$ cat src/hdl/bounded_double_ended_queue_top_macros.svh
// Assertion helpers used by the queue core.
// Each macro expects clk and rst_n to be visible where it is used.
`ifndef BOUNDED_DOUBLE_ENDED_QUEUE_TOP_MACROS_SVH
`define BOUNDED_DOUBLE_ENDED_QUEUE_TOP_MACROS_SVH

// Same-cycle implication, checked outside reset.
`define BDQ_ASSERT_NOW(lbl, ante, cons, msg) \
    lbl: assert property (@(posedge clk) disable iff (!rst_n) (ante) |-> (cons)) \
        else $error(msg);

// Next-cycle implication, checked outside reset.
`define BDQ_ASSERT_NEXT(lbl, ante, cons, msg) \
    lbl: assert property (@(posedge clk) disable iff (!rst_n) (ante) |=> (cons)) \
        else $error(msg);

`endif

$ cat src/hdl/bdq_pkg.sv
package bdq_pkg;

    // Built storage depth of the entry ring.
    localparam int DEPTH   = 16;
    localparam int ADDR_W  = $clog2(DEPTH);
    localparam int CNT_W   = $clog2(DEPTH + 1);
    localparam int SUM_W   = CNT_W + 1;

    localparam int WORD_W  = 32;
    localparam int CAP_W   = 5;
    localparam int CNT_OUT_W = 5;
    localparam int OP_W    = 3;
    localparam int STAT_W  = 2;

    // Configuration port geometry: one 32-bit register at byte address 0.
    localparam int PDATA_W = 32;
    localparam int PADDR_W = 3;
    localparam int REG_IDX_LSB = 2;
    localparam int REG_IDX_W = PADDR_W - REG_IDX_LSB;
    localparam logic [REG_IDX_W-1:0] REG_CAPACITY = '0;

    localparam logic [CAP_W-1:0] CAPACITY_RESET = CAP_W'(16);
    localparam logic signed [WORD_W-1:0] WORD_EMPTY = -32'sd1;

    typedef enum logic [OP_W-1:0] {
        OP_INS_FRONT = 3'd0,
        OP_INS_REAR  = 3'd1,
        OP_DEL_FRONT = 3'd2,
        OP_DEL_REAR  = 3'd3,
        OP_PEEK      = 3'd4
    } opcode_t;

    typedef enum logic [STAT_W-1:0] {
        ST_DONE  = 2'd0,
        ST_FULL  = 2'd1,
        ST_EMPTY = 2'd2
    } status_t;

    typedef struct packed {
        status_t                   status;
        logic signed [WORD_W-1:0]  front;
        logic signed [WORD_W-1:0]  rear;
        logic [CNT_W-1:0]          count;
        logic                      empty;
    } result_t;

endpackage

$ cat src/hdl/bounded_double_ended_queue_top.sv
// Channel   | Handshake           | Payload
// ----------+---------------------+---------------------------------------------
// input     | in_valid / in_stall | opcode, value
// output    | out_valid/out_stall | status, front_value, rear_value, count,
//           |                     | empty_flag
// config    | APB psel/penable    | paddr, pwdata, prdata (capacity at 0x0)
//
// An insert, a peek, a rejected operation or a delete that empties the queue
// is answered in the cycle after it is taken. A delete that leaves words first
// reads the new front or rear word from the entry RAM, in state S_READ.
// Reset (rst_n, asynchronous) empties the queue and sets capacity to 16;
// the entry RAM is not cleared. Results sit in an output register, and a
// new item is taken in the same cycle that the waiting result is taken.
module bounded_double_ended_queue_top (
    input  logic                                clk,
    input  logic                                rst_n,

    input  logic                                psel,
    input  logic                                penable,
    input  logic                                pwrite,
    input  logic [bdq_pkg::PADDR_W-1:0]         paddr,
    input  logic [bdq_pkg::PDATA_W-1:0]         pwdata,
    output logic [bdq_pkg::PDATA_W-1:0]         prdata,
    output logic                                pready,

    input  logic                                in_valid,
    output logic                                in_stall,
    input  logic [bdq_pkg::OP_W-1:0]            opcode,
    input  logic signed [bdq_pkg::WORD_W-1:0]   value,

    output logic                                out_valid,
    input  logic                                out_stall,
    output logic [bdq_pkg::STAT_W-1:0]          status,
    output logic signed [bdq_pkg::WORD_W-1:0]   front_value,
    output logic signed [bdq_pkg::WORD_W-1:0]   rear_value,
    output logic [bdq_pkg::CNT_OUT_W-1:0]       count,
    output logic                                empty_flag
);

    // Capacity register; values above the built depth act as the depth.
    logic [bdq_pkg::CAP_W-1:0] capacity;
    bdq_pkg::result_t          result;

    bdq_cfg u_cfg (
        .clk      (clk),
        .rst_n    (rst_n),
        .psel     (psel),
        .penable  (penable),
        .pwrite   (pwrite),
        .paddr    (paddr),
        .pwdata   (pwdata),
        .prdata   (prdata),
        .pready   (pready),
        .capacity (capacity)
    );

    // The core keeps the head slot and word count in registers, the words in
    // a ring held in RAM, and copies of the current front and rear words so
    // that only a delete needs a RAM read.
    bdq_core u_core (
        .clk       (clk),
        .rst_n     (rst_n),
        .capacity  (capacity),
        .in_valid  (in_valid),
        .in_stall  (in_stall),
        .opcode    (opcode),
        .value     (value),
        .out_valid (out_valid),
        .out_stall (out_stall),
        .result    (result)
    );

    // The result register fans out to the individual payload ports.
    assign status      = result.status;
    assign front_value = result.front;
    assign rear_value  = result.rear;
    assign count       = bdq_pkg::CNT_OUT_W'(result.count);
    assign empty_flag  = result.empty;

endmodule

$ cat src/hdl/bdq_ram.sv
module bdq_ram #(
    parameter int WIDTH = 32,
    parameter int DEPTH = 16
) (
    input  logic                     clk,
    input  logic                     we,
    input  logic [$clog2(DEPTH)-1:0] waddr,
    input  logic [WIDTH-1:0]         wdata,
    input  logic                     re,
    input  logic [$clog2(DEPTH)-1:0] raddr,
    output logic [WIDTH-1:0]         rdata
);

    logic [WIDTH-1:0] mem [DEPTH];

    always_ff @(posedge clk)
    begin
        if (we)
        begin
            mem[waddr] <= wdata;
        end
        if (re)
        begin
            rdata <= mem[raddr];
        end
    end

endmodule

$ cat src/hdl/bdq_cfg.sv
module bdq_cfg (
    input  logic                            clk,
    input  logic                            rst_n,
    input  logic                            psel,
    input  logic                            penable,
    input  logic                            pwrite,
    input  logic [bdq_pkg::PADDR_W-1:0]     paddr,
    input  logic [bdq_pkg::PDATA_W-1:0]     pwdata,
    output logic [bdq_pkg::PDATA_W-1:0]     prdata,
    output logic                            pready,
    output logic [bdq_pkg::CAP_W-1:0]       capacity
);

    logic [bdq_pkg::CAP_W-1:0]     capacity_reg;
    logic [bdq_pkg::CAP_W-1:0]     capacity_next;
    logic [bdq_pkg::REG_IDX_W-1:0] reg_idx;
    logic                          wr_hit;

    assign reg_idx = paddr[bdq_pkg::PADDR_W-1:bdq_pkg::REG_IDX_LSB];
    assign pready  = 1'b1;
    assign wr_hit  = psel && penable && pwrite && pready && (reg_idx == bdq_pkg::REG_CAPACITY);

    always_comb
    begin
        capacity_next = capacity_reg;
        if (wr_hit)
        begin
            capacity_next = pwdata[bdq_pkg::CAP_W-1:0];
        end
    end

    always_ff @(posedge clk or negedge rst_n)
    begin
        if (!rst_n)
        begin
            capacity_reg <= bdq_pkg::CAPACITY_RESET;
        end
        else
        begin
            capacity_reg <= capacity_next;
        end
    end

    // Unmapped addresses read as zero.
    assign prdata   = (reg_idx == bdq_pkg::REG_CAPACITY) ?
                      bdq_pkg::PDATA_W'(capacity_reg) : '0;
    assign capacity = capacity_reg;

endmodule

$ cat src/hdl/bdq_core.sv
`include "bounded_double_ended_queue_top_macros.svh"

module bdq_core (
    input  logic                                clk,
    input  logic                                rst_n,
    input  logic [bdq_pkg::CAP_W-1:0]           capacity,
    input  logic                                in_valid,
    output logic                                in_stall,
    input  logic [bdq_pkg::OP_W-1:0]            opcode,
    input  logic signed [bdq_pkg::WORD_W-1:0]   value,
    output logic                                out_valid,
    input  logic                                out_stall,
    output bdq_pkg::result_t                    result
);

    typedef enum logic {
        S_IDLE,
        S_READ
    } state_t;

    state_t                          state_reg, state_next;
    logic [bdq_pkg::ADDR_W-1:0]      head_reg, head_next;
    logic [bdq_pkg::CNT_W-1:0]       cnt_reg, cnt_next;
    logic signed [bdq_pkg::WORD_W-1:0] front_reg, front_next;
    logic signed [bdq_pkg::WORD_W-1:0] rear_reg, rear_next;
    logic                            rd_front_reg, rd_front_next;
    logic                            out_valid_reg, out_valid_next;
    bdq_pkg::result_t                res_reg, res_next;

    logic                            accept;
    logic                            out_free;
    logic [bdq_pkg::CNT_W-1:0]       usable;
    logic                            full;
    bdq_pkg::status_t                status;
    logic                            need_read;

    logic                            mem_we;
    logic [bdq_pkg::ADDR_W-1:0]      mem_waddr;
    logic                            mem_re;
    logic [bdq_pkg::ADDR_W-1:0]      mem_raddr;
    logic [bdq_pkg::WORD_W-1:0]      mem_rdata;

    // Ring slot at a given offset from a base slot; offset never exceeds DEPTH.
    function automatic logic [bdq_pkg::ADDR_W-1:0] slot_add(
        input logic [bdq_pkg::ADDR_W-1:0] base,
        input logic [bdq_pkg::CNT_W-1:0]  offset
    );
        logic [bdq_pkg::SUM_W-1:0] sum;
        sum = bdq_pkg::SUM_W'(base) + bdq_pkg::SUM_W'(offset);
        if (sum >= bdq_pkg::SUM_W'(bdq_pkg::DEPTH))
        begin
            sum = sum - bdq_pkg::SUM_W'(bdq_pkg::DEPTH);
        end
        return sum[bdq_pkg::ADDR_W-1:0];
    endfunction

    function automatic logic [bdq_pkg::ADDR_W-1:0] slot_dec(
        input logic [bdq_pkg::ADDR_W-1:0] base
    );
        logic [bdq_pkg::ADDR_W-1:0] res;
        if (base == '0)
        begin
            res = bdq_pkg::ADDR_W'(bdq_pkg::DEPTH - 1);
        end
        else
        begin
            res = base - 1'b1;
        end
        return res;
    endfunction

    assign out_free = !out_valid_reg || !out_stall;
    assign in_stall = (state_reg != S_IDLE) || !out_free;
    assign accept   = in_valid && !in_stall;

    always_comb
    begin
        if (32'(capacity) > 32'(bdq_pkg::DEPTH))
        begin
            usable = bdq_pkg::CNT_W'(bdq_pkg::DEPTH);
        end
        else
        begin
            usable = bdq_pkg::CNT_W'(capacity);
        end
    end

    assign full = cnt_reg >= usable;

    always_comb
    begin
        state_next     = state_reg;
        head_next      = head_reg;
        cnt_next       = cnt_reg;
        front_next     = front_reg;
        rear_next      = rear_reg;
        rd_front_next  = rd_front_reg;
        out_valid_next = out_valid_reg && out_stall;
        res_next       = res_reg;
        status         = bdq_pkg::ST_DONE;
        need_read      = 1'b0;
        mem_we         = 1'b0;
        mem_waddr      = head_reg;
        mem_re         = 1'b0;
        mem_raddr      = head_reg;

        if (state_reg == S_READ)
        begin
            // The new end word arrives from the memory this cycle.
            if (rd_front_reg)
            begin
                front_next = mem_rdata;
            end
            else
            begin
                rear_next = mem_rdata;
            end
            res_next.status = bdq_pkg::ST_DONE;
            res_next.front  = front_next;
            res_next.rear   = rear_next;
            res_next.count  = cnt_reg;
            res_next.empty  = 1'b0;
            out_valid_next  = 1'b1;
            state_next      = S_IDLE;
        end
        else if (accept)
        begin
            case (opcode)
                bdq_pkg::OP_INS_FRONT,
                bdq_pkg::OP_INS_REAR:
                begin
                    if (full)
                    begin
                        status = bdq_pkg::ST_FULL;
                    end
                    else
                    begin
                        mem_we = 1'b1;
                        if (opcode == bdq_pkg::OP_INS_FRONT)
                        begin
                            head_next  = slot_dec(head_reg);
                            mem_waddr  = head_next;
                            front_next = value;
                            if (cnt_reg == '0)
                            begin
                                rear_next = value;
                            end
                        end
                        else
                        begin
                            mem_waddr = slot_add(head_reg, cnt_reg);
                            rear_next = value;
                            if (cnt_reg == '0)
                            begin
                                front_next = value;
                            end
                        end
                        cnt_next = cnt_reg + 1'b1;
                    end
                end
                bdq_pkg::OP_DEL_FRONT,
                bdq_pkg::OP_DEL_REAR:
                begin
                    if (cnt_reg == '0)
                    begin
                        status = bdq_pkg::ST_EMPTY;
                    end
                    else
                    begin
                        cnt_next = cnt_reg - 1'b1;
                        if (opcode == bdq_pkg::OP_DEL_FRONT)
                        begin
                            head_next = slot_add(head_reg, bdq_pkg::CNT_W'(1));
                            mem_raddr = head_next;
                        end
                        else
                        begin
                            mem_raddr = slot_add(head_reg, cnt_next - 1'b1);
                        end
                        // A delete that leaves words must fetch the new end word.
                        if (cnt_next != '0)
                        begin
                            need_read     = 1'b1;
                            mem_re        = 1'b1;
                            rd_front_next = (opcode == bdq_pkg::OP_DEL_FRONT);
                            state_next    = S_READ;
                        end
                    end
                end
                default:
                begin
                    status = bdq_pkg::ST_DONE;
                end
            endcase

            if (!need_read)
            begin
                res_next.status = status;
                res_next.front  = (cnt_next == '0) ? bdq_pkg::WORD_EMPTY : front_next;
                res_next.rear   = (cnt_next == '0) ? bdq_pkg::WORD_EMPTY : rear_next;
                res_next.count  = cnt_next;
                res_next.empty  = (cnt_next == '0);
                out_valid_next  = 1'b1;
            end
        end
    end

    always_ff @(posedge clk or negedge rst_n)
    begin
        if (!rst_n)
        begin
            state_reg     <= S_IDLE;
            head_reg      <= '0;
            cnt_reg       <= '0;
            front_reg     <= '0;
            rear_reg      <= '0;
            rd_front_reg  <= 1'b0;
            out_valid_reg <= 1'b0;
            res_reg       <= '0;
        end
        else
        begin
            state_reg     <= state_next;
            head_reg      <= head_next;
            cnt_reg       <= cnt_next;
            front_reg     <= front_next;
            rear_reg      <= rear_next;
            rd_front_reg  <= rd_front_next;
            out_valid_reg <= out_valid_next;
            res_reg       <= res_next;
        end
    end

    bdq_ram #(
        .WIDTH (bdq_pkg::WORD_W),
        .DEPTH (bdq_pkg::DEPTH)
    ) u_entry_ram (
        .clk   (clk),
        .we    (mem_we),
        .waddr (mem_waddr),
        .wdata (value),
        .re    (mem_re),
        .raddr (mem_raddr),
        .rdata (mem_rdata)
    );

    assign out_valid = out_valid_reg;
    assign result    = res_reg;

    `BDQ_ASSERT_NOW(a_cnt_in_range, 1'b1, cnt_reg <= bdq_pkg::CNT_W'(bdq_pkg::DEPTH),
        "word count exceeds storage depth")
    `BDQ_ASSERT_NOW(a_read_has_words, state_reg == S_READ, cnt_reg != '0,
        "end-word fetch pending on an empty queue")
    `BDQ_ASSERT_NOW(a_empty_matches, out_valid_reg, res_reg.empty == (res_reg.count == '0),
        "empty flag disagrees with count")
    `BDQ_ASSERT_NOW(a_result_source, $rose(out_valid_reg),
        $past(accept) || $past(state_reg == S_READ),
        "result appeared without an item")

endmodule

$ cat config.mk
export PLATFORM = sky130hd
export DESIGN_NAME = bounded_double_ended_queue_top
export DESIGN_NICKNAME = d
export VERILOG_FILES = /design/src/hdl/bdq_pkg.sv /design/src/hdl/bounded_double_ended_queue_top.sv /design/src/hdl/bdq_ram.sv /design/src/hdl/bdq_cfg.sv /design/src/hdl/bdq_core.sv
export VERILOG_INCLUDE_DIRS = /design/src /design/src/hdl
export SDC_FILE = /design/constraint.sdc
export NUM_CORES = 1
export LEC_CHECK = 0
export BUFFER_PORTS_ARGS = -buffer_cell sky130_fd_sc_hd__buf_2
export CORE_MARGIN = 2
export CORE_UTILIZATION = 30
export CTS_CLUSTER_DIAMETER = 50
export CTS_CLUSTER_SIZE = 25
export DETAILED_ROUTE_END_ITERATION = 10
export HOLD_SLACK_MARGIN = 0.08
export PLACE_DENSITY = 0.56
export SYNTH_ARGS = -nofsm -noshare
export SYNTH_HDL_FRONTEND = slang
export SYNTH_SLANG_ARGS = --single-unit
$ cat constraint.sdc
create_clock -name clk -period 8 [get_ports clk]
set_clock_uncertainty 0.2 [all_clocks]
set_input_delay 0.8 -clock clk [delete_from_list [all_inputs] [get_ports clk]]
set_output_delay 0.8 -clock clk [all_outputs]
set_load 0.005 [all_outputs]
---- Word-level counts from Yosys, hierarchy flattened ----
Memories as Yosys holds them, arrays and structs flattened. A register that Yosys moved wholly into a read port is not among the register bits.
Index checks and enable logic that the tools add are counted.
storage, ports and cells
  register bits ........................... 153
  memory bits (writable) .................. 512
  input port bits ......................... 77
  word-level logic and storage cells ...... 128
  memories ................................ 1
  output and inout port bits .............. 107
memories
  memory                  words  bits a word  rd ports  clocked after memory_dff  wr ports  line           RTL
  u_core.u_entry_ram.mem  16     32           1         1                         1         bdq_ram.sv:14  logic [WIDTH-1:0] mem [DEPTH];
cells by class
  reductions and logical operators ........ 24
  magnitude comparators ................... 5
  mux-type cells .......................... 64
  equality and inequality tests ........... 8
  add/sub/neg operators ................... 10
  bitwise gates (word level) .............. 3
operators by type and width
  kind                   count
  $mux W32               16
  $mux W72               3
  $mux W4                18
  $mux W5                6
  $mux W1                17
  $sub A4 B1 Y4 const B  4
  $add A4 B5 Y6          2
  $ge A6 B5 Y1 const B   2
  $logic_not A5 Y1       2
  $pmux W5 S2            1
  $sub A5 B1 Y5 const B  2
  $pmux W4 S2            1
  $reduce_and A7 Y1      1
  $eq A3 B2 Y1 const B   2
  $ne A2 B1 Y1 const B   3
  $add A4 B1 Y5 const B  1
  $add A5 B1 Y5 const B  1
  $ge A5 B5 Y1           1
  $ge A5 B5 Y1 const B   1
  $gt A5 B5 Y1 const B   1
  $logic_and A1 B1 Y1    5
  $reduce_and A5 Y1      1
  $reduce_bool A5 Y1     1
  $logic_not A1 Y1       4
  11 further kinds       18

---- Depth between registers and ports, before layout ----
Gate-level depths: netlist of run 1.
  word-level depth ........................ 13
  depth in mapped cells ................... 14

---- Hierarchy ----
From an unflattened synthesis of run 1, not the netlist that was laid out.
unflattened totals
  cells, all modules ...................... 1909
  area total of the unflattened synthesis .. 30262.8 sq um
modules (own cells, without submodules)
  module    cells an instance  seq. area each (sq um)  times used  area each (sq um)
  bdq_ram   838                16335.7                 1           20155.6
  bdq_core  1025               3703.6                  1           9639.2
  bdq_cfg   46                 126.4                   1           467.9

---- Worst setup path after synthesis of run 1 ----
No wires, ideal clock.
  path type ............................... reg-to-reg
  from .................................... register u_cfg.capacity_reg, in the netlist u_cfg.capacity[4]
  to ...................................... memory u_core.u_entry_ram.mem[10][0] (enable)
  path slack .............................. 3.891 ns
  cell stages (with the launch flop) ...... 10
  period minus slack after synthesis ...... 4.109 ns
  path buffers ............................ 0
  data arrival time ....................... 3.488 ns
  cells stage by stage .................... dfstp_2 inv_1 ha_1 a21o_1 nor3_1 a21boi_0 nand2_1 nor2_1 a32oi_1 nor2_1
on the way
  cells in the longest elaborated chain, start to end .. 9
RTL lines
  item                           line             RTL
  start, declared                bdq_cfg.sv:14    logic [bdq_pkg::CAP_W-1:0] capacity_reg;
  start signal, assigned         bdq_cfg.sv:36    capacity_reg <= bdq_pkg::CAPACITY_RESET;
  start signal, assigned         bdq_cfg.sv:40    capacity_reg <= capacity_next;
  $gt A5 B5 Y1                   bdq_core.sv:78   if (32'(capacity) > 32'(bdq_pkg::DEPTH))
  $mux W5 (*)                    bdq_core.sv:78
  $ge A5 B5 Y1 (*)               bdq_core.sv:88   assign full = cnt_reg >= usable;
  $mux W1                        bdq_core.sv:132  if (full)
  $mux W1                        bdq_core.sv:128  case (opcode)
  $mux W1                        bdq_core.sv:126  else if (accept)
  $mux W1                        bdq_core.sv:107  if (state_reg == S_READ)
  $mux W1                        bdq_ram.sv:18    if (we)
  $mux W1 (not written as such)  bdq_ram.sv:20    mem[waddr] <= wdata;
  end, declared                  bdq_ram.sv:14
Every way passes the cells marked *; elsewhere a longest branch is shown, timed or not.

---- Final worst setup path of run 1 ----
  from .................................... register u_cfg.capacity_reg, in the netlist u_cfg.capacity[4]
  to ...................................... memory u_core.u_entry_ram.mem[8][6] (enable)
The elaborated chain is that of the path after synthesis.

==> impl_metrics.yaml, run 1 <==
clock_tree:
  cts-root-buf: "clkbuf_16"
  clock_sinks: 697
  cts_buffers: 53
  clk_pin_slew_worst_paths_ns: 0.08
  clock_path_buffers: 3
  h-tree-depth: 2
  clkLatencyLatePin_ns: 0.65
  cts_tree: "built"
  post-cts-setup-buffers: 0
global_route:
  antenna_found_initial: 10
  grt_overflow: 0
  grt_pass1_vias: 18610
  grt_busiest_layer: "met2"
  grt_pass1_wl_microns: 123900
  grtUsageMet3: 0.02679
  grt_max_degree: 188
  grtUsageMet2: 0.2528
  grt_util_met1: 0.2201
  grt_use_total: 0.1582
routing:
  drt_first_pass_iters: 6
  routedWlPerCell_microns: 21.97
  vias_per_cell: 5.270
  first_iter_violations: 1980
  drc: 0
  ant_nets: 0
  vias: 19820
  wl_microns: 82620
worst_setup_path:
  path_class: "flip-flop to flip-flop"
  critPathLaunchType: "flip-flop"
  worstPathMaxFanout: 17
  cp_data_required_time_ns: 8.09
  cp_slowest_stage_delay_ns: 0.74
  critPathCaptureType: "flip-flop"
  critPathArrivalTime_ns: 4.66
  slowest_stage: "nor2_4"
  path_cells: "inv_1, ha_1, a21o_1, nor3_1, a21boi_0, nand2_1, nor2_1, a32oi_1, nor2_4, buf_4"
power:
  p_leak_nw: 11.80
  netSwitchingFraction: 0.3804
  intPower_w: 0.007473
  comb_power_share: 0.362
  peakVddDrop_v: 0.0003080
  p_sw_w: 0.004589
  powerDensity_nw_per_um2: 357.5
  p_clk_frac: 0.241
  seq_power_share: 0.397
die:
  coreArea_sq_um: 98710
  dieArea_sq_um: 102300
  die_width_microns: 319.9
  start_util: 0.3032
  placementRows: 115
  pin_count: 184
  die_y_microns: 319.9
finish:
  syn2layout_area_growth_pct: 12.71
  largest_register: "u_core.u_entry_ram.mem"
  mostFrequentLayoutCell: "nand2_1"
  drive_gt1_frac: 0.1419
  layout_common_cells: "nand2_1, edfxtp_1, a21oi_1"
  diodes: 0
  final_cell_area_sq_um: 33740
  fin_nets: 2527
  largest_register_ffs: 512
  fillers: 9633
synth:
  synth_area_sq_um: 29930
  ys_warn_count: 0
  synth-main-ff-cell: "edfxtp_1"
  synth_seq_cells: 697
  async_flop_share: 0.2195
  seq_area_frac_synth: 0.6737
  synth_edf_count: 544
  syn-mean-instance-area_sq_um: 12.56
  synth_adder_area_share: 0.009280
  synth_xor_area_frac: 0.003679
  yosysTopAreaCell: "edfxtp_1"
  synth-simple-area-share: 0.09096
  syn_inst: 2383
  muxShareOfSynthArea: 0.02880
  yosysTopAreaCellShare: 0.5458
  yosysUniqueCellTypes: 64
  synth_compound_area_frac: 0.1559
  synth_top_family_by_area: "compound AO/OA/AOI/OAI gates"
  synth_area_leaders: "edfxtp_1, dfrtp_1, nand2_1, a21oi_1, a32o_1"
job:
  drv_cap: 0
timing:
  setup_tns_ns: 0
  drv_slew: 0
  relSlewSlack: 0.2341
  max_freq_mhz: 218.9
  rsz0062_at_grt: "false"
  finalSetupViolations: 0
  tightest_slew_ns: 1.148
  finalCriticalPeriod_ns: 4.568
  fin_crit_sh: 0.5710
  finalHoldViolCount: 0
placement:
  gp_congestion: 0.7998
  hpwl_microns: 44180
  dpl_cell_area_sq_um: 31820
  portBuffers: 126
hold_path:
  min_path_type: "input pin to flip-flop"
status:
  status: "finished, final reports clean"
[power by group through the flow]
stage / Clock (W) / Combinational, W / Sequential (W)
final: 0.00290 / 0.00437 / 0.00479
after detailed placement: 0 / 0.00438 / 0.00486
after floorplan: 0 / 0.00319 / 0.00473
after global routing: 0.00311 / 0.00486 / 0.00484
after CTS: 0.00298 / 0.00439 / 0.00478
after global placement: 0 / 0.00435 / 0.00485
[metal layers]
layer | part of all wire | up-vias | wire (microns)
met5 | 0.0015 | - | 124
met4 | 0.028 | 18 | 2313
met3 | 0.071 | 137 | 5828
met2 | 0.46 | 692 | 37940
met1 | 0.44 | 9956 | 36420
li1 | - | 9016 | -
[logic make-up after synthesis]
logic type,Yosys count
flops,697
xor+xnor,11
fa+ha+maj,21
compound gates,660
simple gates,691
mux,78
buf+inv,223
other cells,2
[stage by stage]
stage | utilization | setup WS, ns | instances | hold WS, ns | power (W)
final | 0.3418 | 3.432 | 3761 | 0.1866 | 0.01206
after floorplan | - | 3.891 | 2409 | 0.2705 | 0.007921
after detailed placement | 0.3224 | 3.223 | 3660 | 0.2726 | 0.009244
after global placement | 0.3224 | 3.209 | 3660 | 0.2640 | 0.009202
after global routing | 0.3418 | 3.006 | 3761 | 0.1617 | 0.01281
after CTS | 0.3418 | 3.281 | 3761 | 0.1460 | 0.01216
[final cells by class]
class	instances	area, sq um	share of cell area
multi-input cells	1489	8984	0.2663
clock inverters	47	576.8	0.01710
flip-flops and latches	697	20170	0.5980
inverters	17	63.81	0.001891
well taps	1287	1610	0.04773
repair buffers	171	1002	0.02971
clock buffers	53	1326	0.03931
[critical path, delay by kind of cell (launching register included)]
family	cells	cell delay, ns
simple gates	4	1.48
buf+inv	2	0.55
fa+ha+maj	1	0.33
compound gates	3	1.09
flops	1	0.54
[worst paths after layout]
check	start	endpoint	slack, ns	cells after the start
worst min register to register	u_core.result[0]$_DFFE_PN0P_	u_core.result[0]$_DFFE_PN0P_	0.30	2
worst max-delay path	u_cfg.capacity[4]$_DFFE_PN1P_	u_core.u_entry_ram.mem[8][6]$_DFFE_PP_	3.43	10
worst max register to register	u_cfg.capacity[4]$_DFFE_PN1P_	u_core.u_entry_ram.mem[8][6]$_DFFE_PP_	3.43	10
worst min-delay path	pwdata[2]	u_cfg.capacity[2]$_DFFE_PN0P_	0.19	2
min in group asynchronous	rst_n	u_core.rear_reg[5]$_DFFE_PN0P_	0.48	2
max in group asynchronous	rst_n	u_core.front_reg[15]$_DFFE_PN0P_	5.88	3
[repair_timing]
action	CTS	global route
hold buffers	1	0
endpoints found under the hold margin	44	0
gates resized for setup	0	0
[synth_stat cells, types with 8 or more instances]
library cell	count
a22oi_1	66
clkbuf_1	107
buf_2	45
buf_1	8
nor3_1	11
nand2_1	592
a21oi_1	213
buf_6	14
dfrtp_1	152
o221ai_1	33
o211ai_1	63
mux2i_1	34
a32oi_1	66
mux2_2	41
buf_4	32
edfxtp_1	544
nor2_1	47
inv_1	17
a21o_1	9
a32o_1	63
ha_1	19
a22o_1	33
nand3_1	11
o21ai_0	50
o2bb2ai_1	32
xnor2_1	8
(Power assumes the default switching activity.)
==> run 2, diff against run 1 <==
PLACE_DENSITY = 0.58   (was 0.56)
clock period = 4.07 ns   (was 8 ns; I/O delays follow)
==> run 2 against run 1 <==
Die area unchanged. Critical endpoint is now u_core.u_entry_ram.mem[6][14]$_DFFE_PP_. Maximum frequency rose by 22%. Global-route usage shrank 0.10 points. Largest cell class unchanged. Critical path type unchanged. Sequential power up 97%.
==> impl_metrics.yaml, run 2 (synthesis gave the netlist of run 1 again) <==
routing:
  ant_nets: 0
  drt_first_pass_iters: 6
  wl_microns: 82220
  routedWlPerCell_microns: 21.28
  vias: 20020
  first_iter_violations: 2050
  vias_per_cell: 5.182
  drc: 0
timing:
  relSlewSlack: 0.3045
  finalSetupViolations: 0
  finalCriticalPeriod_ns: 3.756
  rsz0062_at_grt: "false"
  setup_ws_ns: 0.3140
  finalHoldViolCount: 0
  setup_tns_ns: 0
  max_freq_mhz: 266.2
  tightest_slew_ns: 1.043
  drv_slew: 0
  worst_hold_slack_ns: 0.1170
  fin_crit_sh: 0.9229
die:
  pin_count: 184
  placementRows: 115
  die_y_microns: 319.9
  dieArea_sq_um: 102300
  die_width_microns: 319.9
  coreArea_sq_um: 98710
  start_util: 0.3032
status:
  status: "finished, final reports clean"
placement:
  portBuffers: 126
  hpwl_microns: 49180
  dp_slack_ns: 0.3167
  dp.cells: 3723
  gp_congestion: 0.8083
clock_tree:
  cts-resized-gates: 0
  clock_sinks: 697
  clkLatencyLatePin_ns: 0.65
  cts_tree: "built"
  cts_buffers: 54
  post-cts-setup-buffers: 0
  h-tree-depth: 2
  clk_pin_slew_worst_paths_ns: 0.08
  cts-root-buf: "clkbuf_16"
  clock_path_buffers: 3
worst_setup_path:
  critPathArrivalTime_ns: 3.95
  critPathLaunchType: "flip-flop"
  cp_top_family: "compound AO/OA/AOI/OAI gates"
  worstPathMaxFanout: 15
  cp_slowest_stage_delay_ns: 0.84
  critPathCaptureType: "flip-flop"
  worstReg2RegStart: "u_cfg.capacity[4]$_DFFE_PN1P_"
  path_cells: "inv_1, ha_1, a21o_1, nor3_1, a21boi_0, buf_4, nand2_1, a32oi_1, nor2_4, buf_12"
  path_class: "flip-flop to flip-flop"
  cp_data_required_time_ns: 4.26
  reg2reg_to: "u_core.u_entry_ram.mem[6][14]$_DFFE_PP_"
  slowest_stage: "a32oi_1"
  crit_buf_inv: 3
  r2r_cells: 10
  reg2reg_slack_ns: 0.31
global_route:
  grt_pass1_vias: 19040
  grt_overflow: 0
  grt_use_total: 0.1572
  antenna_found_initial: 11
  grt_pass1_wl_microns: 123800
  grt_max_degree: 91
hold_path:
  min_path_type: "input pin to flip-flop"
  whs_path_depth: 3
  hp-start: "pwrite"
  hold_end: "u_cfg.capacity[0]$_DFFE_PN0P_"
job:
  drv_cap: 0
finish:
  fillers: 9498
  syn2layout_area_growth_pct: 17.50
  largest_register_ffs: 512
  layout_common_cells: "nand2_1, edfxtp_1, a21oi_1"
  multi_input_area_sq_um: 8984
  regArea_sq_um: 20170
  drive_gt1_frac: 0.1607
  mostFrequentLayoutCell: "nand2_1"
  fin_nets: 2629
  diodes: 0
  fin_cells: 3864
  largest_register: "u_core.u_entry_ram.mem"
power:
  p_leak_nw: 12.45
  powerDensity_nw_per_um2: 702.2
  peakVddDrop_v: 0.0004747
-- run 2: cell types whose count changed in the layout (fill, tap and decap cells not counted), sizes merged --
cell,before,now
buf,170,233
bufinv,2,3
clkbuf,53,62
clkinv,13,10
dlygate4sd3,1,39
inv,45,40
-- run 2: per-layer routing --
metal  part of all wire  vias up  GRT usage
li1                   -     9227          -
met1               0.45    10040     0.2182
met2               0.46      612     0.2558
met3              0.056      119    0.02432
met4              0.024       22    0.04225
met5             0.0021        -          0
-- run 2: cell type report --
cell class              instances  area share
multi-input cells            1489      0.2554
repair buffers                272     0.06592
well taps                    1287     0.04579
flip-flops and latches        697      0.5736
clock buffers                  62     0.04166
clock inverters                40     0.01580
inverters                      17    0.001814
-- run 2: worst max-delay path by stage --
| stage | start | endpoint | cells past startpoint |
|---|---|---|---|
| after floorplan | u_cfg.capacity[4]$_DFFE_PN1P_ | u_core.u_entry_ram.mem[10][0]$_DFFE_PP_ | 9 |
| after global placement | u_cfg.capacity[4]$_DFFE_PN1P_ | u_core.result[62]$_DFFE_PN0P_ | 11 |
| after detailed placement | u_cfg.capacity[4]$_DFFE_PN1P_ | u_core.u_entry_ram.mem[6][10]$_DFFE_PP_ | 10 |
| after CTS | u_cfg.capacity[4]$_DFFE_PN1P_ | u_core.u_entry_ram.mem[6][14]$_DFFE_PP_ | 10 |
| after global routing | u_core.cnt_reg[1]$_DFFE_PN0P_ | u_core.u_entry_ram.rdata[30]$_DFFE_PP_ | 11 |
| final | u_cfg.capacity[4]$_DFFE_PN1P_ | u_core.u_entry_ram.mem[6][14]$_DFFE_PP_ | 10 |
-- run 2: report_power, final --
part	total (W)	switching, W	leakage (nW)	internal (W)
combinational	0.00934	0.00547	4.71	0.00387
sequential	0.00942	0.000728	6.77	0.00869
clock	0.00594	0.00295	0.970	0.00299
total	0.0247	0.00915	12.5	0.0155
-- run 2: timing repair --
action / 4_1_cts / 5_1_grt
hold endpoints to repair: 591 / 0
endpoints found under the setup margin: 0 / 0
hold buffers: 39 / 0
-- run 2: stage by stage --
| step | power (W) | instance area, sq um | util |
|---|---|---|---|
| CTS | 0.02488 | 35170 | 0.3563 |
| finish | 0.02470 | 35170 | 0.3563 |
| floorplan | 0.01557 | 30030 | - |
| global placement | 0.01875 | 32760 | 0.3319 |
| global route | 0.02614 | 35170 | 0.3563 |
| detailed placement | 0.01889 | 32760 | 0.3319 |
-- run 2: tightest hold or removal path: cells and delay by family --
family | cells | cell delay (ns)
and+or+nand+nor | 1 | 0.21
muxes | 1 | 0.19
buffers and inverters | 1 | 0.09
==> run 3, diff against run 2 <==
CORE_UTILIZATION = 45   (was 30)
PLACE_DENSITY = 0.75   (was 0.58)
==> run 3 against run 2 <==
Worst setup slack worse by 0.14 ns. Via count is 3.6% higher. Register-to-register slack worse by 0.14 ns. Cell area is 3.3% lower. Sequential cell count stayed put. Combinational power is 2.2% lower. Total power is 4.0% lower. Die area is 33% lower. First-iteration DRC count is 16% higher. Maximum frequency is 3.5% lower. Critical path type unchanged. Highest routed layer unchanged.
==> impl_metrics.yaml, run 3 (synthesis gave the netlist of run 1 again) <==
timing:
  max_freq_mhz: 256.9
  tightest_slew_ns: 1.284
  rsz0062_at_grt: "false"
  finalSetupViolations: 0
  fin_crit_sh: 0.9564
  drv_slew: 0
  relSlewSlack: 0.1422
  finalHoldViolCount: 0
  finalCriticalPeriod_ns: 3.893
  setup_tns_ns: 0
  worst_hold_slack_ns: 0.1617
worst_setup_path:
  slowest_stage: "a22oi_1"
  critPathLaunchType: "flip-flop"
  path_class: "flip-flop to flip-flop"
  path_cells: "inv_1, ha_1, a21o_1, nor3_1, a21boi_0, nand2_1, a22oi_1, nor2_4, buf_12"
  worstPathMaxFanout: 12
  critPathCaptureType: "flip-flop"
  critPathArrivalTime_ns: 4.06
  cp_slowest_stage_delay_ns: 0.82
  r2r_cells: 9
  cp_data_required_time_ns: 4.24
routing:
  first_iter_violations: 2371
  vias: 20750
  wl_microns: 76370
  vias_per_cell: 6.101
  routedWlPerCell_microns: 22.46
  drt_first_pass_iters: 6
  ant_nets: 0
  drc: 0
finish:
  layout_common_cells: "nand2_1, edfxtp_1, a21oi_1"
  largest_register_ffs: 512
  syn2layout_area_growth_pct: 13.57
  fillers: 5340
  fin_cells: 3401
  mostFrequentLayoutCell: "nand2_1"
  regArea_sq_um: 20170
  finish.utilization: 0.5161
  drive_gt1_frac: 0.1464
  multi_input_area_sq_um: 8946
  final_cell_area_sq_um: 33990
  largest_register: "u_core.u_entry_ram.mem"
  fin_nets: 2601
die:
  coreArea_sq_um: 65860
  die_y_microns: 261.9
  start_util: 0.4544
  pin_count: 184
  dieArea_sq_um: 68590
  placementRows: 94
  die_width_microns: 261.9
placement:
  gp_congestion: 0.8790
  dpl_cell_area_sq_um: 31940
  hpwl_microns: 45590
  portBuffers: 126
  dp.cells: 3280
global_route:
  grt_overflow: 0
  grt_pass1_wl_microns: 115200
  antenna_found_initial: 3
  grt_max_degree: 95
  grt_pass1_vias: 19720
  grt_use_total: 0.2172
clock_tree:
  cts_hold_buf: 39
  cts-resized-gates: 0
  cts_tree: "built"
  h-tree-depth: 2
  post-cts-setup-buffers: 0
  cts-root-buf: "clkbuf_16"
  clkLatencyLatePin_ns: 0.61
  clock_sinks: 697
  clk_pin_slew_worst_paths_ns: 0.09
  clock_path_buffers: 3
  cts_buffers: 46
power:
  peakVddDrop_v: 0.0003540
  p_leak_nw: 12.15
  powerDensity_nw_per_um2: 697.7
status:
  status: "finished, final reports clean"
hold_path:
  min_path_type: "input pin to flip-flop"
  whs_path_depth: 3
job:
  drv_cap: 0
-- run 3: cell types whose count changed in the layout (fill, tap and decap cells not counted), sizes merged --
| cell | delta |
|---|---|
| buf | -20 |
| clkbuf | -12 |
| clkinv | -7 |
| clkinvlp | -2 |
| diode | +3 |
| inv | -2 |
-- run 3: cell type report --
cell class / instances / area share
diodes: 3 / 0.0002208
inverters: 17 / 0.001877
well taps: 864 / 0.03180
clock buffers: 50 / 0.03556
flip-flops and latches: 697 / 0.5935
repair buffers: 252 / 0.06084
multi-input cells: 1489 / 0.2632
clock inverters: 29 / 0.01307
-- run 3: metrics by stage --
stage          power, W  worst slack [ns]
4_1_cts         0.02367            0.2149
5_1_grt         0.02494           0.02757
3_3_place_gp    0.01806            0.3230
2_1_floorplan   0.01557          -0.03938
6_report        0.02372            0.1773
3_5_place_dp    0.01849            0.2168
-- run 3: final timing paths --
kind / slack, ns / from / to
min: 0.16 / pwrite / u_cfg.capacity[3]$_DFFE_PN0P_
max in group asynchronous: 2.49 / rst_n / u_core.result[17]$_DFFE_PN0P_
min reg2reg: 0.28 / u_core.result[0]$_DFFE_PN0P_ / u_core.result[0]$_DFFE_PN0P_
max reg2reg: 0.18 / u_cfg.capacity[4]$_DFFE_PN1P_ / u_core.u_entry_ram.mem[0][21]$_DFFE_PP_
min in group asynchronous: 0.30 / rst_n / u_core.result[3]$_DFFE_PN0P_
max: 0.18 / u_cfg.capacity[4]$_DFFE_PN1P_ / u_core.u_entry_ram.mem[0][21]$_DFFE_PP_
-- run 3: metal layers --
layer  GRT usage  share of wire  vias up  wire length, microns
met3     0.02913          0.079      158                  6059
met5           0       0.000092        -                     7
met4     0.07282          0.027        2                  2073
li1            -              -     9151                     -
met1      0.3021           0.42    10420                 31800
met2      0.3541           0.48     1020                 36430
-- run 3: critical path: cells and delay by family (launching register included) --
kind,cells,cell delay [ns]
adders and majority gates,1,0.34
AOI/OAI and AO/OA,3,1.51
DFF,1,0.54
and+or+nand+nor,3,0.70
buffers and inverters,2,0.33
-- run 3: power breakdown --
group          total (W)  switching (W)  leakage (nW)  internal (W)
registers        0.00940       0.000714          6.77       0.00869
clock network    0.00519        0.00267         0.798       0.00252
logic            0.00913        0.00544          4.57       0.00368
total             0.0237        0.00883          12.1        0.0149
